[config.mk]
export PLATFORM = sky130hd
export DESIGN_NAME = kpi_ram
export DESIGN_NICKNAME = d
export VERILOG_FILES = /design/src/rtl/core/kpi_ram.sv
export SDC_FILE = /design/constraint.sdc
export NUM_CORES = 1
export LEC_CHECK = 0
export BUFFER_PORTS_ARGS = -buffer_cell sky130_fd_sc_hd__buf_4
export CAP_MARGIN = 5
export CORE_MARGIN = 2
export CORE_UTILIZATION = 26
export CTS_CLUSTER_DIAMETER = 150
export DETAILED_ROUTE_END_ITERATION = 7
export SYNTH_ARGS = -nofsm -noshare
export SYNTH_HDL_FRONTEND = slang
export SYNTH_SLANG_ARGS = --single-unit
[constraint.sdc]
create_clock -name clk_i -period 1.7 [get_ports clk_i]
set_input_delay 0.17 -clock clk_i [delete_from_list [all_inputs] [get_ports clk_i]]
set_output_delay 0.17 -clock clk_i [all_outputs]
set_load 0.05 [all_outputs]
[src/rtl/core/kpi_ram.sv]
module kpi_ram #(
  parameter int unsigned WIDTH = 8,
  parameter int unsigned DEPTH = 16
) (
  input  logic                     clk_i,
  input  logic                     we_i,
  input  logic [$clog2(DEPTH)-1:0] waddr_i,
  input  logic [WIDTH-1:0]         wdata_i,
  input  logic [$clog2(DEPTH)-1:0] raddr_i,
  output logic [WIDTH-1:0]         rdata_o
);

  logic [WIDTH-1:0] mem [DEPTH];
  logic [WIDTH-1:0] rdata_q;

  always_ff @(posedge clk_i) begin
    if (we_i) begin
      mem[waddr_i] <= wdata_i;
    end
    rdata_q <= mem[raddr_i];
  end

  assign rdata_o = rdata_q;

endmodule

==> results.json <==
{
  "outcome": "complete, no violations",
  "floorplan.initialDensity_pct": 26.45,
  "clk_pin_slew_worst_paths_ps": 60,
  "drive_above_1_share_pct": 32.21,
  "cts_buffers": 17,
  "cts_tree": "done",
  "grt-ovfl-total": 0,
  "port-buffer-count": 25,
  "gp_congestion": 0.7198,
  "areaGrowthSynthToFinish_pct": 25.86,
  "r2r-start": "mem[3][5]",
  "via_count": 2462,
  "final_nets": 303,
  "clock_latency_ps": 410,
  "ios": 26,
  "netlist.area_leader.share_pct": 74.67,
  "ys_types": 19,
  "finalMaxSlewViolations": 0,
  "cp-start-kind": "register",
  "grt_pass1_wl_mm": 15.87,
  "drt-vias-per-instance": 4.373,
  "worstPathRequired_ps": 1990,
  "routed_wl_mm": 10.21,
  "drv_cap": 0,
  "synth_area_um2": 5147,
  "cts.htree.levels": 4,
  "final_util_pct": 33.29,
  "cts_buffer_depth": 2,
  "p_per_area_nw_per_um2": 1328,
  "worstMarginPinSlew_ps": 428.8,
  "die_h_um": 144.7,
  "min_period_over_period_pct": 80.98,
  "end_kind": "register",
  "dp_hpwl_mm": 6.727,
  "crit_fanout": 1,
  "post-cts-setup-buffers": 0,
  "antennaDiodeCount": 0,
  "fmax_mhz": 726.4,
  "ys.flop_type": "edfxtp_1",
  "grtUsageTotal_pct": 10.81,
  "setup_tns_ps": 0,
  "ys_top_cells_by_count": "128 x edfxtp_1, 18 x mux4_2, 16 x a22oi_1",
  "worstPathArrival_ps": 1670,
  "root_buffer": "clkbuf_16",
  "drtAntennaViolNets": 0,
  "hold_depth": 1,
  "hp-start": "wdata_i[7]",
  "post_drt_wl_per_cell_um": 18.13,
  "grt_start_max_net_pins": 30,
  "rr_worst_depth": 3,
  "yosysMostFrequentCell": "edfxtp_1",
  "die_w_um": 144.7,
  "path_class": "reg -> reg",
  "synth_nets": 247,
  "drtPass1Iterations": 5,
  "finalSetupViolations": 0,
  "yosys_warnings": 0,
  "core_um2": 19460,
  "yosysSeqAreaShare_pct": 77.78,
  "post_cts_resized": 0,
  "fin_worst_skew_ps": 5.739,
  "antenna_found_initial": 0,
  "synth-seq-cells": 136,
  "synth-edff-count": 128,
  "ys_async_sr_fraction_pct": 0,
  "leakagePower_uw": 0.002181,
  "reg2reg_setup_slack_ps": 320,
  "fin_crit_ps": 1377,
  "hold_end": "mem[12][7]",
  "clock_sinks": 136,
  "relSlewSlack_pct": 71.42,
  "syn_inst": 229,
  "grt_pass1_vias": 2569,
  "rows": 51,
  "yosysTopAreaCell": "edfxtp_1",
  "postCtsHoldBufs": 0,
  "rsz0062_at_grt": "false",
  "route.detailed.drc": 0,
  "peakVddDrop_mv": 0.9668,
  "min_path_type": "in -> reg",
  "holdWs_ps": 63.63,
  "hold_viol": 0,
  "syn_area_per_cell_um2": 22.48,
  "fp.dieArea_um2": 20940,
  "synthTopCellsByArea": "edfxtp_1 75%, mux4_2 7.9%, mux4_1 7.1%, dfxtp_1 3.1%, a22oi_1 2.3%",
  "worstReg2RegEnd": "rdata_o[5]",
  "dr.first_iter.drc_count": 230
}
[cells in the final DEF, fill, tap and decap left out]
| cell type | instances |
|---|---|
| clkinvlp_4 | 1 |
| clkinv_2 | 2 |
| nand3b_1 | 2 |
| mux4_2 | 18 |
| mux4_1 | 14 |
| and2b_1 | 1 |
| nor3_1 | 4 |
| edfxtp_1 | 128 |
| nor2b_1 | 1 |
| inv_6 | 1 |
| clkbuf_16 | 17 |
| bufinv_16 | 8 |
| nand3_1 | 1 |
| and2_1 | 1 |
| nor2_1 | 13 |
| clkbuf_1 | 2 |
| nand2b_1 | 2 |
| buf_12 | 2 |
| or3b_2 | 1 |
| a22oi_1 | 16 |
| nand2_1 | 9 |
| dfxtp_1 | 8 |
| clkinv_4 | 1 |
| buf_4 | 45 |
[stage by stage]
stage | power, uW | instances | worst slack (ps) | area (um^2)
floorplan | 4103 | 229 | 37.13 | 5147
global placement | 4295 | 531 | 101.4 | 5771
detailed placement | 4306 | 531 | 88.92 | 5771
CTS | 8687 | 563 | 327.5 | 6479
global route | 8884 | 563 | 264.7 | 6479
finish | 8604 | 563 | 323.4 | 6479
[area by class of cell]
cell class | count | area, um^2
multi-input combinational | 83 | 1057
clock buffer | 19 | 432.9
fill | 1821 | 12980
sequential | 136 | 4004
tap | 265 | 331.6
clock inverter | 13 | 275.3
timing repair buffer | 47 | 377.9
[state kept, by name (all words and copies together), names as in the netlist]
| register | cells |
|---|---|
| mem | 128 |
| rdata_o | 8 |
[worst max-delay path by stage]
| stage | end | start | slack (ps) |
|---|---|---|---|
| 2_1_floorplan | mem[0][0] | waddr_i[2] | 40 |
| 3_3_place_gp | rdata_o[5] | raddr_i[0] | 100 |
| 3_5_place_dp | mem[0][1] | waddr_i[2] | 90 |
| 4_1_cts | rdata_o[6] | mem[3][6] | 330 |
| 5_1_grt | rdata_o[6] | mem[11][6] | 260 |
| 6_report | rdata_o[5] | mem[3][5] | 320 |
[cells by family (layout without fill, tap and decap cells)]
| kind of cell | count (synthesis) | count (layout) | synth area share, % |
|---|---|---|---|
| simple gates | 35 | 35 | 3.184 |
| flops | 136 | 136 | 77.78 |
| buf+inv | 10 | 79 | 1.677 |
| compound gates | 16 | 16 | 2.334 |
| mux | 32 | 32 | 15.02 |
[metal layers]
metal | vias up | share of wire [%] | GRT usage (%)
li1 | 1086 | - | -
met1 | 1307 | 48 | 15.14
met2 | 64 | 45 | 15.54
met3 | 5 | 5.9 | 4.475
met4 | 0 | 0.69 | 2.913
met5 | - | 0 | 0
[report_power, final]
part | internal (uW) | total (uW) | switching (uW)
Clock | 3050 | 4380 | 1330
Combinational | 181 | 452 | 271
Sequential | 3750 | 3780 | 27.3
Total | 6980 | 8600 | 1630
[critical path, cell delays in order, from the launching register on]
cell and delay, ps:
edfxtp_1 370, mux4_1 490, a22oi_1 300, nand2_1 100
Note: power is estimated with default switching activity, not from simulation.
