### src/rtl/core/kpi_pkg.sv
package kpi_pkg;

  localparam int unsigned KEY_SLOTS = 64;
  localparam int unsigned ADDR_W    = $clog2(KEY_SLOTS);
  localparam int unsigned CNT_W     = $clog2(KEY_SLOTS + 1);
  localparam int unsigned TIME_W    = 31;
  localparam int unsigned POS_W     = 12;
  localparam int unsigned KEY_W     = TIME_W + 2 * POS_W;
  localparam int unsigned QUOT_W    = 15;
  localparam int unsigned DIVD_W    = TIME_W + QUOT_W;
  localparam int unsigned STEP_W    = $clog2(QUOT_W + 1);

  localparam logic [POS_W-1:0] SCENE_WIDTH_RST = 12'd1400;
  localparam logic [POS_W-1:0] SCENE_WIDTH_MIN = 12'd2;

  typedef enum logic [1:0] {
    CMD_INSERT = 2'd0,
    CMD_JUMP   = 2'd1,
    CMD_DELETE = 2'd2,
    CMD_QUERY  = 2'd3
  } cmd_e;

  typedef enum logic [1:0] {
    ST_OK        = 2'd0,
    ST_FULL      = 2'd1,
    ST_BAD_INDEX = 2'd2,
    ST_NO_PAIR   = 2'd3
  } status_e;

  typedef enum logic [3:0] {
    S_IDLE,
    S_INS_RD,
    S_INS_CMP,
    S_JC_WAIT,
    S_DEL_RD,
    S_DEL_WR,
    S_Q_LD0,
    S_Q_CMP,
    S_Q_SETUP,
    S_Q_DIVY,
    S_Q_SETX,
    S_Q_MULX,
    S_Q_DIVX,
    S_Q_MOD
  } state_e;

  typedef struct packed {
    cmd_e              cmd;
    logic [TIME_W-1:0] time_ms;
    logic [POS_W-1:0]  pos_x;
    logic [POS_W-1:0]  pos_y;
    logic [5:0]        entry_index;
  } item_t;

  typedef struct packed {
    status_e          status;
    logic [POS_W-1:0] out_x;
    logic [POS_W-1:0] out_y;
    logic [6:0]       entry_count;
  } result_t;

  typedef struct packed {
    logic [TIME_W-1:0] t;
    logic [POS_W-1:0]  x;
    logic [POS_W-1:0]  y;
  } key_t;

  typedef struct packed {
    logic              start;
    logic [DIVD_W-1:0] dividend;
    logic [TIME_W-1:0] divisor;
  } div_req_t;

  typedef struct packed {
    logic              done;
    logic [QUOT_W-1:0] quot;
    logic [TIME_W-1:0] rem;
  } div_rsp_t;

endpackage

### src/rtl/core/kpi_div.sv
module kpi_div (
  input  logic              clk_i,
  input  logic              rst_ni,
  input  kpi_pkg::div_req_t req_i,
  output kpi_pkg::div_rsp_t rsp_o
);

  logic [kpi_pkg::TIME_W-1:0] rem_q;
  logic [kpi_pkg::QUOT_W-1:0] quo_q;
  logic [kpi_pkg::TIME_W-1:0] dvs_q;
  logic [kpi_pkg::STEP_W-1:0] step_q;
  logic                       busy_q;
  logic                       done_q;
  logic [kpi_pkg::TIME_W:0]   trial;
  logic                       ge;

  // one quotient bit a cycle, restoring
  assign trial = {rem_q, quo_q[kpi_pkg::QUOT_W-1]};
  assign ge    = trial >= {1'b0, dvs_q};

  always_ff @(posedge clk_i or negedge rst_ni) begin
    if (!rst_ni) begin
      busy_q <= 1'b0;
      done_q <= 1'b0;
      step_q <= '0;
    end else begin
      done_q <= 1'b0;
      if (req_i.start) begin
        busy_q <= 1'b1;
        step_q <= kpi_pkg::STEP_W'(kpi_pkg::QUOT_W);
      end else if (busy_q) begin
        step_q <= step_q - 1'b1;
        if (step_q == kpi_pkg::STEP_W'(1)) begin
          busy_q <= 1'b0;
          done_q <= 1'b1;
        end
      end
    end
  end

  always_ff @(posedge clk_i) begin
    if (req_i.start) begin
      rem_q <= req_i.dividend[kpi_pkg::DIVD_W-1:kpi_pkg::QUOT_W];
      quo_q <= req_i.dividend[kpi_pkg::QUOT_W-1:0];
      dvs_q <= req_i.divisor;
    end else if (busy_q) begin
      rem_q <= ge ? kpi_pkg::TIME_W'(trial - {1'b0, dvs_q}) : trial[kpi_pkg::TIME_W-1:0];
      quo_q <= {quo_q[kpi_pkg::QUOT_W-2:0], ge};
    end
  end

  assign rsp_o.done = done_q;
  assign rsp_o.quot = quo_q;
  assign rsp_o.rem  = rem_q;

endmodule

### config.mk
export PLATFORM = sky130hd
export DESIGN_NAME = kpi_div
export DESIGN_NICKNAME = d
export VERILOG_FILES = /design/src/rtl/core/kpi_pkg.sv /design/src/rtl/core/kpi_div.sv
export SDC_FILE = /design/constraint.sdc
export NUM_CORES = 1
export LEC_CHECK = 0
export BUFFER_PORTS_ARGS = -buffer_cell sky130_fd_sc_hd__buf_2
export CORE_AREA = 2 2 158 121
export CTS_CLUSTER_DIAMETER = 150
export DETAILED_ROUTE_END_ITERATION = 10
export DIE_AREA = 0 0 160 123
export SYNTH_ARGS = -nofsm -noshare
export SYNTH_HDL_FRONTEND = slang
export SYNTH_SLANG_ARGS = --single-unit
### constraint.sdc
create_clock -name clk_i -period 2.8 [get_ports clk_i]
set_input_delay 0.42 -clock clk_i [delete_from_list [all_inputs] [get_ports clk_i]]
set_output_delay 0.42 -clock clk_i [all_outputs]
set_load 0.05 [all_outputs]
==> impl_metrics.tcl, run 1 <==
set metrics [dict create \
    status "completed" \
    clock_skew_ps 9.12 \
    cts_tree "done" \
    peakVddDrop_v 0.000406 \
    core_area_um2 18200 \
    drtIter0Drc 335 \
    ys_types 71 \
    grt.total_usage_pct 15.6 \
    worstSetupStartpointType "register" \
    netlist_area_um2 5340 \
    drt_wl_total_um 15000 \
    cp.arrival_ps 2840 \
    power_density_nw_per_um2 1200 \
    synth_area_per_cell_um2 10.4 \
    worst-path-max-fanout 11 \
    place_hpwl_um 11300 \
    cts.sinks 83 \
    vias_per_cell 4.80 \
    die_h_um 123 \
    dieArea_um2 19700 \
    port_buffers 126 \
    cap_violations 0 \
    max-slew-margin-rel_pct 64.6 \
    ant_nets 0 \
    r2r_cells 11 \
    whs_path_depth 1 \
    ys_seq_elements 83 \
    ys_warn_count 0 \
    fmax_ghz 0.365 \
    leakagePower_uw 0.00311 \
    worst_pin_slew_ps 526 \
    placedCellCount 906 \
    dr.pass1.iters 5 \
    synthCells 512 \
    path_class "register to register" \
    numCtsBuffers 9 \
    grt-ovfl-total 0 \
    timing.final.setup_violations 0 \
    vias 4474 \
    required_ps 2900 \
    period_share_pct 97.8 \
    stdcell_area_um2 7190 \
    grt_pass1_vias 4428 \
    rsz0062_at_grt "yes" \
    drive_gt1_share_pct 39.3 \
    final_core_utilization_pct 39.6 \
    die_w_um 160 \
    hold_path_class "primary input to register" \
    synth-async-reset-ratio_pct 7.23 \
    gp_congestion 0.875 \
    finalCriticalPeriod_ps 2740 \
    grt_max_degree 55 \
    syn_nets 626 \
    clkTransAtPathRegs_ps 70 \
    area_growth_syn_to_layout_pct 34.6 \
    synth-main-ff-cell "edfxtp_1" \
    seq_area_frac_synth_pct 46.1 \
    cts-root-buf "clkbuf_16" \
    stdcell_count 933 \
    grt_pass1_wl_um 23700 \
    crit_path_end_kind "register" \
    antenna_found_initial 0 \
    post_drt_wl_per_cell_um 16.1 \
    htree_levels 3 \
    synth_edf_count 77 \
    regToRegSetupSlack_ps 60 \
    start_util_pct 29.4 \
    nNetsFinal 794 \
    io_pins 127 \
    place_area_um2 6650 \
    hold_violations 0 \
    clk-insertion-delay-late_ps 360 \
    maxSlewViolCount 0 \
    clk_path_buf_depth 2 \
    drc 0 \
    row_count 43 \
]
==> kinds of logic after synthesis <==
family                     Yosys count  share of synthesized area [%]
and+or+nand+nor                    141                           13.2
AOI/OAI and AO/OA                  135                           16.9
DFF                                 83                           46.1
buffers and inverters               60                           4.87
adders and majority gates           34                           8.10
muxes                               33                           6.58
xor gates and xnor gates            26                           4.26
==> through the flow <==
step	setup slack, ps	power (uW)	TNS, ps	hold slack (ps)
6_report	62.9	8610	0	235
5_1_grt	-80.5	9240	-897	221
4_1_cts	3.98	8340	0	219
3_5_place_dp	13.1	7110	0	254
3_3_place_gp	28.4	7090	0	254
2_1_floorplan	-162	5710	-3370	124
==> sequential cells by signal (all words and copies together), names as in the netlist <==
register  flops
busy_q        1
quo_q        15
dvs_q        31
step_q        4
rem_q        31
done_q        1
==> synth_stat cells (7+ instances only) <==
cell       n  share of area, %
a21o_1     9               1.3
inv_1     38               2.7
a21oi_1   50               4.7
nand3_1    9              0.84
o21ai_1    7              0.66
xnor2_1   15               2.5
edfxtp_1  77                43
xor2_1    11               1.8
clkbuf_1  10              0.70
a31oi_1    7              0.82
nor2_1    45               3.2
mux2i_1   16               3.0
ha_1      33               7.7
and3_1     7              0.82
nor3_1     7              0.66
mux2_2    17               3.6
nand2_1   37               2.6
o21ai_0   18               1.7
==> power breakdown <==
part           switching (uW)  leakage [uW]  internal [uW]  total (uW)
logic                    3190       0.00213           2240        5430
registers                 259      0.000845           1750        2010
clock network             549      0.000135            617        1170
==> worst max-delay path, cell delays in order (launching register included) <==
cell and delay [ps]:
edfxtp_1 440, inv_1 90, fa_2 400, nand2b_4 160, a21o_4 230, a31oi_4 220, a21oi_4 110, a21oi_4 160
or2_4 200, buf_12 160, a21oi_2 60, mux2_2 260
==> layout by cell type (no fill, tap or decap), types with 11 or more instances in the layout <==
master    count
o21ai_0      15
mux2i_1      16
xnor2_1      15
buf_4        45
nor2_1       43
mux2_2       16
a21oi_1      44
nand2_1      35
ha_1         15
edfxtp_1     77
xor2_1       11
ha_4         11
inv_1        38
buf_2       126
==> area by class of cell <==
class	count	area, um2
Fill cell	1886	11000
Multi-Input combinational cell	369	2910
Sequential cell	83	2460
Timing Repair Buffer	178	1080
Tap cell	247	309
Clock buffer	9	225
Inverter	39	146
Clock inverter	7	61.3
Antenna cell	1	2.50
==> worst paths after layout <==
kind | end | from
min reg2reg | step_q[3] | step_q[3]
max reg2reg | rem_q[0] | rem_q[0]
max in group asynchronous | step_q[0] | rst_ni
min in group asynchronous | done_q | rst_ni
max | rem_q[0] | rem_q[0]
min | dvs_q[24] | req_i[24]
==> repair_timing <==
| action | in CTS | in global routing |
|---|---|---|
| hold buffers | 1 | 0 |
| endpoints found under the setup margin | 2 | 25 |
| buffers inserted | 0 | 9 |
| pin swaps | 0 | 11 |
| hold endpoints to repair | 6 | 0 |
| gates resized for setup | 3 | 33 |
==> metal layers <==
metal  up-vias  part of all wire (%)  track usage [%]
li1       2225                     -                -
met1      2090                    49             22.7
met2       145                    41             22.1
met3        14                   8.6             5.13
met4         0                   1.5             4.00
met5         -                     0                0
No activity file was read; power rests on OpenSTA's default activity.
==> run 2: changes to the inputs <==
--- a/config.mk
+++ b/config.mk
@@ -5,11 +5,13 @@
 export SDC_FILE = /design/constraint.sdc
 export NUM_CORES = 1
 export LEC_CHECK = 0
+export ABC_AREA = 1
 export BUFFER_PORTS_ARGS = -buffer_cell sky130_fd_sc_hd__buf_2
-export CORE_AREA = 2 2 158 121
+export CORE_AREA = 2 2 171 131
 export CTS_CLUSTER_DIAMETER = 150
 export DETAILED_ROUTE_END_ITERATION = 10
-export DIE_AREA = 0 0 160 123
+export DIE_AREA = 0 0 173 133
+export SKIP_CTS_REPAIR_TIMING = 1
 export SYNTH_ARGS = -nofsm -noshare
 export SYNTH_HDL_FRONTEND = slang
 export SYNTH_SLANG_ARGS = --single-unit
==> run 2 against run 1 <==
Flip-flop and latch count unchanged. Count of clock-buffer cells in the layout unchanged. Largest power group unchanged. Critical endpoint is now rem_q[12]. Cell area up 5.5%. Die area up 17%. Clock skew up 1.9 ps.
==> impl_metrics.tcl, run 2 <==
set metrics [dict create \
    clk-insertion-delay-late_ps 350 \
    numCtsBuffers 9 \
    syn_nets 1009 \
    timing.final.setup_violations 0 \
    hold_path_class "primary input to register" \
    ant_nets 0 \
    synth_area_per_cell_um2 7.05 \
    core_area_um2 21500 \
    worst-path-max-fanout 24 \
    mostFrequentLayoutCells "386 x nand2_1, 164 x inv_1, 126 x buf_2" \
    peakVddDrop_v 0.000396 \
    htree_levels 3 \
    final_common_cell "nand2_1" \
    area_growth_syn_to_layout_pct 20.4 \
    cp.arrival_ps 2770 \
    clock_skew_ps 11.1 \
    place_ws_ps 163 \
    reg2reg_from "quo_q[14]" \
    vias 5832 \
    drtIter0Drc 509 \
    seq_area_frac_synth_pct 39.0 \
    multi_input_area_um2 3080 \
    synth_common_cells "387 x nand2_1, 164 x inv_1, 77 x edfxtp_1, 61 x nand3_1, 43 x nor2_1" \
    cts.sinks 83 \
    row_count 47 \
    grt_max_degree 82 \
    ys_warn_count 0 \
    grt-ovfl-total 0 \
    final_core_utilization_pct 35.3 \
    worstSetupStartpointType "register" \
    grt_pass1_vias 5590 \
    place_hpwl_um 15200 \
    synth_edf_count 77 \
    synthMostInstantiatedCell "nand2_1" \
    hold_violations 0 \
    path_class "register to register" \
    cts_tree "done" \
    num-fill-cells 2387 \
    status "completed" \
    seqCellArea_um2 2460 \
    die_w_um 173 \
    required_ps 2900 \
    netlist_area_um2 6310 \
    power_density_nw_per_um2 1110 \
    vias_per_cell 4.41 \
    max-slew-margin-rel_pct 40.1 \
    leakagePower_uw 0.00417 \
    ys_types 34 \
    io_pins 127 \
    drt_wl_total_um 19300 \
    maxSlewViolCount 0 \
    place_area_um2 7270 \
    grt_pass1_wl_um 30600 \
    nNetsFinal 1137 \
    setup.worst_path.start "quo_q[14]" \
    post_drt_wl_per_cell_um 14.6 \
    clk_path_buf_depth 2 \
    port_buffers 126 \
    ys_seq_elements 83 \
    synth_top_area_share_pct 36.7 \
    worst_pin_slew_ps 898 \
    synth-async-reset-ratio_pct 7.23 \
    synth-main-ff-cell "edfxtp_1" \
    yosysTopAreaCell "edfxtp_1" \
    crit_path_end_kind "register" \
    grt.total_usage_pct 17.1 \
    power_uw 8430 \
    gp_congestion 0.909 \
    die_h_um 133 \
    min-delay-start "req_i[24]" \
    drive_gt1_share_pct 17.8 \
    stdcell_area_um2 7590 \
    r2r_cells 16 \
    cap_violations 0 \
    start_util_pct 29.3 \
    fin_ws_ps 131 \
    rsz0062_at_grt "yes" \
    n_antenna_cell 0 \
    synthCells 895 \
    whs_path_depth 1 \
    reg_top3 "dvs_q: 31 flops, rem_q: 31 flops, quo_q: 15 flops" \
    clkTransAtPathRegs_ps 70 \
    period_share_pct 95.3 \
    dieArea_um2 23000 \
    antenna_found_initial 1 \
    dr.pass1.iters 7 \
    cts-root-buf "clkbuf_16" \
    fmax_ghz 0.375 \
    finalCriticalPeriod_ps 2670 \
    synth_area_leaders "edfxtp_1 37%, nand2_1 23%, inv_1 9.8%, ha_1 6.5%, nand3_1 4.8%" \
    drc 0 \
]
## run 2: cell count changes in the layout (fill, tap and decap cells not counted), sizes merged, moves of 24 or more
cell    previous run  this run
a21oi             54        17
buf              177       137
inv               41       170
nand2             37       395
nand3             10        65
nand3b             1        25
## run 2: path summary, 6_finish.rpt
path                       slack (ps)        end
min in group asynchronous         410  step_q[1]
max reg2reg                       130  rem_q[12]
max in group asynchronous        2250  step_q[2]
min                               240  dvs_q[24]
min reg2reg                       490  step_q[3]
max                               130  rem_q[12]
## run 2: cell families (layout without fill, tap and decap cells)
family / Yosys count / count (layout) / synth area share [%]
adder cells (fa/ha/maj): 34 / 34 / 6.86
AO/OA/AOI/OAI: 25 / 25 / 2.14
AND/OR/NAND/NOR: 552 / 552 / 37.9
flip-flops: 83 / 83 / 39.0
buffers and inverters: 187 / 320 / 12.1
XOR/XNOR: 14 / 14 / 1.94
## run 2: area by class of cell
cell class                 instances  area share (%)
clock inverter                     7            1.07
tap                              294            4.85
clock buffer                       9            2.97
timing repair buffer             138            9.86
inverter                         166            8.21
multi-input combinational        625            40.6
sequential                        83            32.4
## run 2: report_power, final
| group | total [uW] | internal, uW | switching, uW |
|---|---|---|---|
| clock | 1260 | 709 | 548 |
| combinational | 5240 | 1650 | 3590 |
| sequential | 1940 | 1730 | 210 |
## run 2: worst max-delay path, stage by stage, from the launching register on
cell	delay (ps)
edfxtp_1	350
inv_1	80
ha_1	240
fa_1	420
inv_1	140
nand2_1	60
nand2_1	90
nand3_2	70
nand2_2	150
nand2_2	80
nand3_2	70
nand2_2	60
nand2_2	190
buf_12	200
nand2_1	80
nand3_1	80
nand2_1	60
## run 2: layer usage
layer / vias up / part of all wire [%] / GRT usage, %
met5: - / 0 / 0
met4: 0 / 0.67 / 2.82
met3: 10 / 6.9 / 4.08
met2: 176 / 39 / 24.3
met1: 2626 / 53 / 26.3
li1: 3020 / - / -
## run 2: metrics by stage
stage | setup TNS (ps) | hold WS (ps) | cells
2_1_floorplan | 0 | 124 | 895
5_1_grt | -285 | 228 | 1322
4_1_cts | 0 | -129 | 1321
6_report | 0 | 241 | 1322
3_5_place_dp | 0 | 253 | 1305
3_3_place_gp | 0 | 253 | 1305
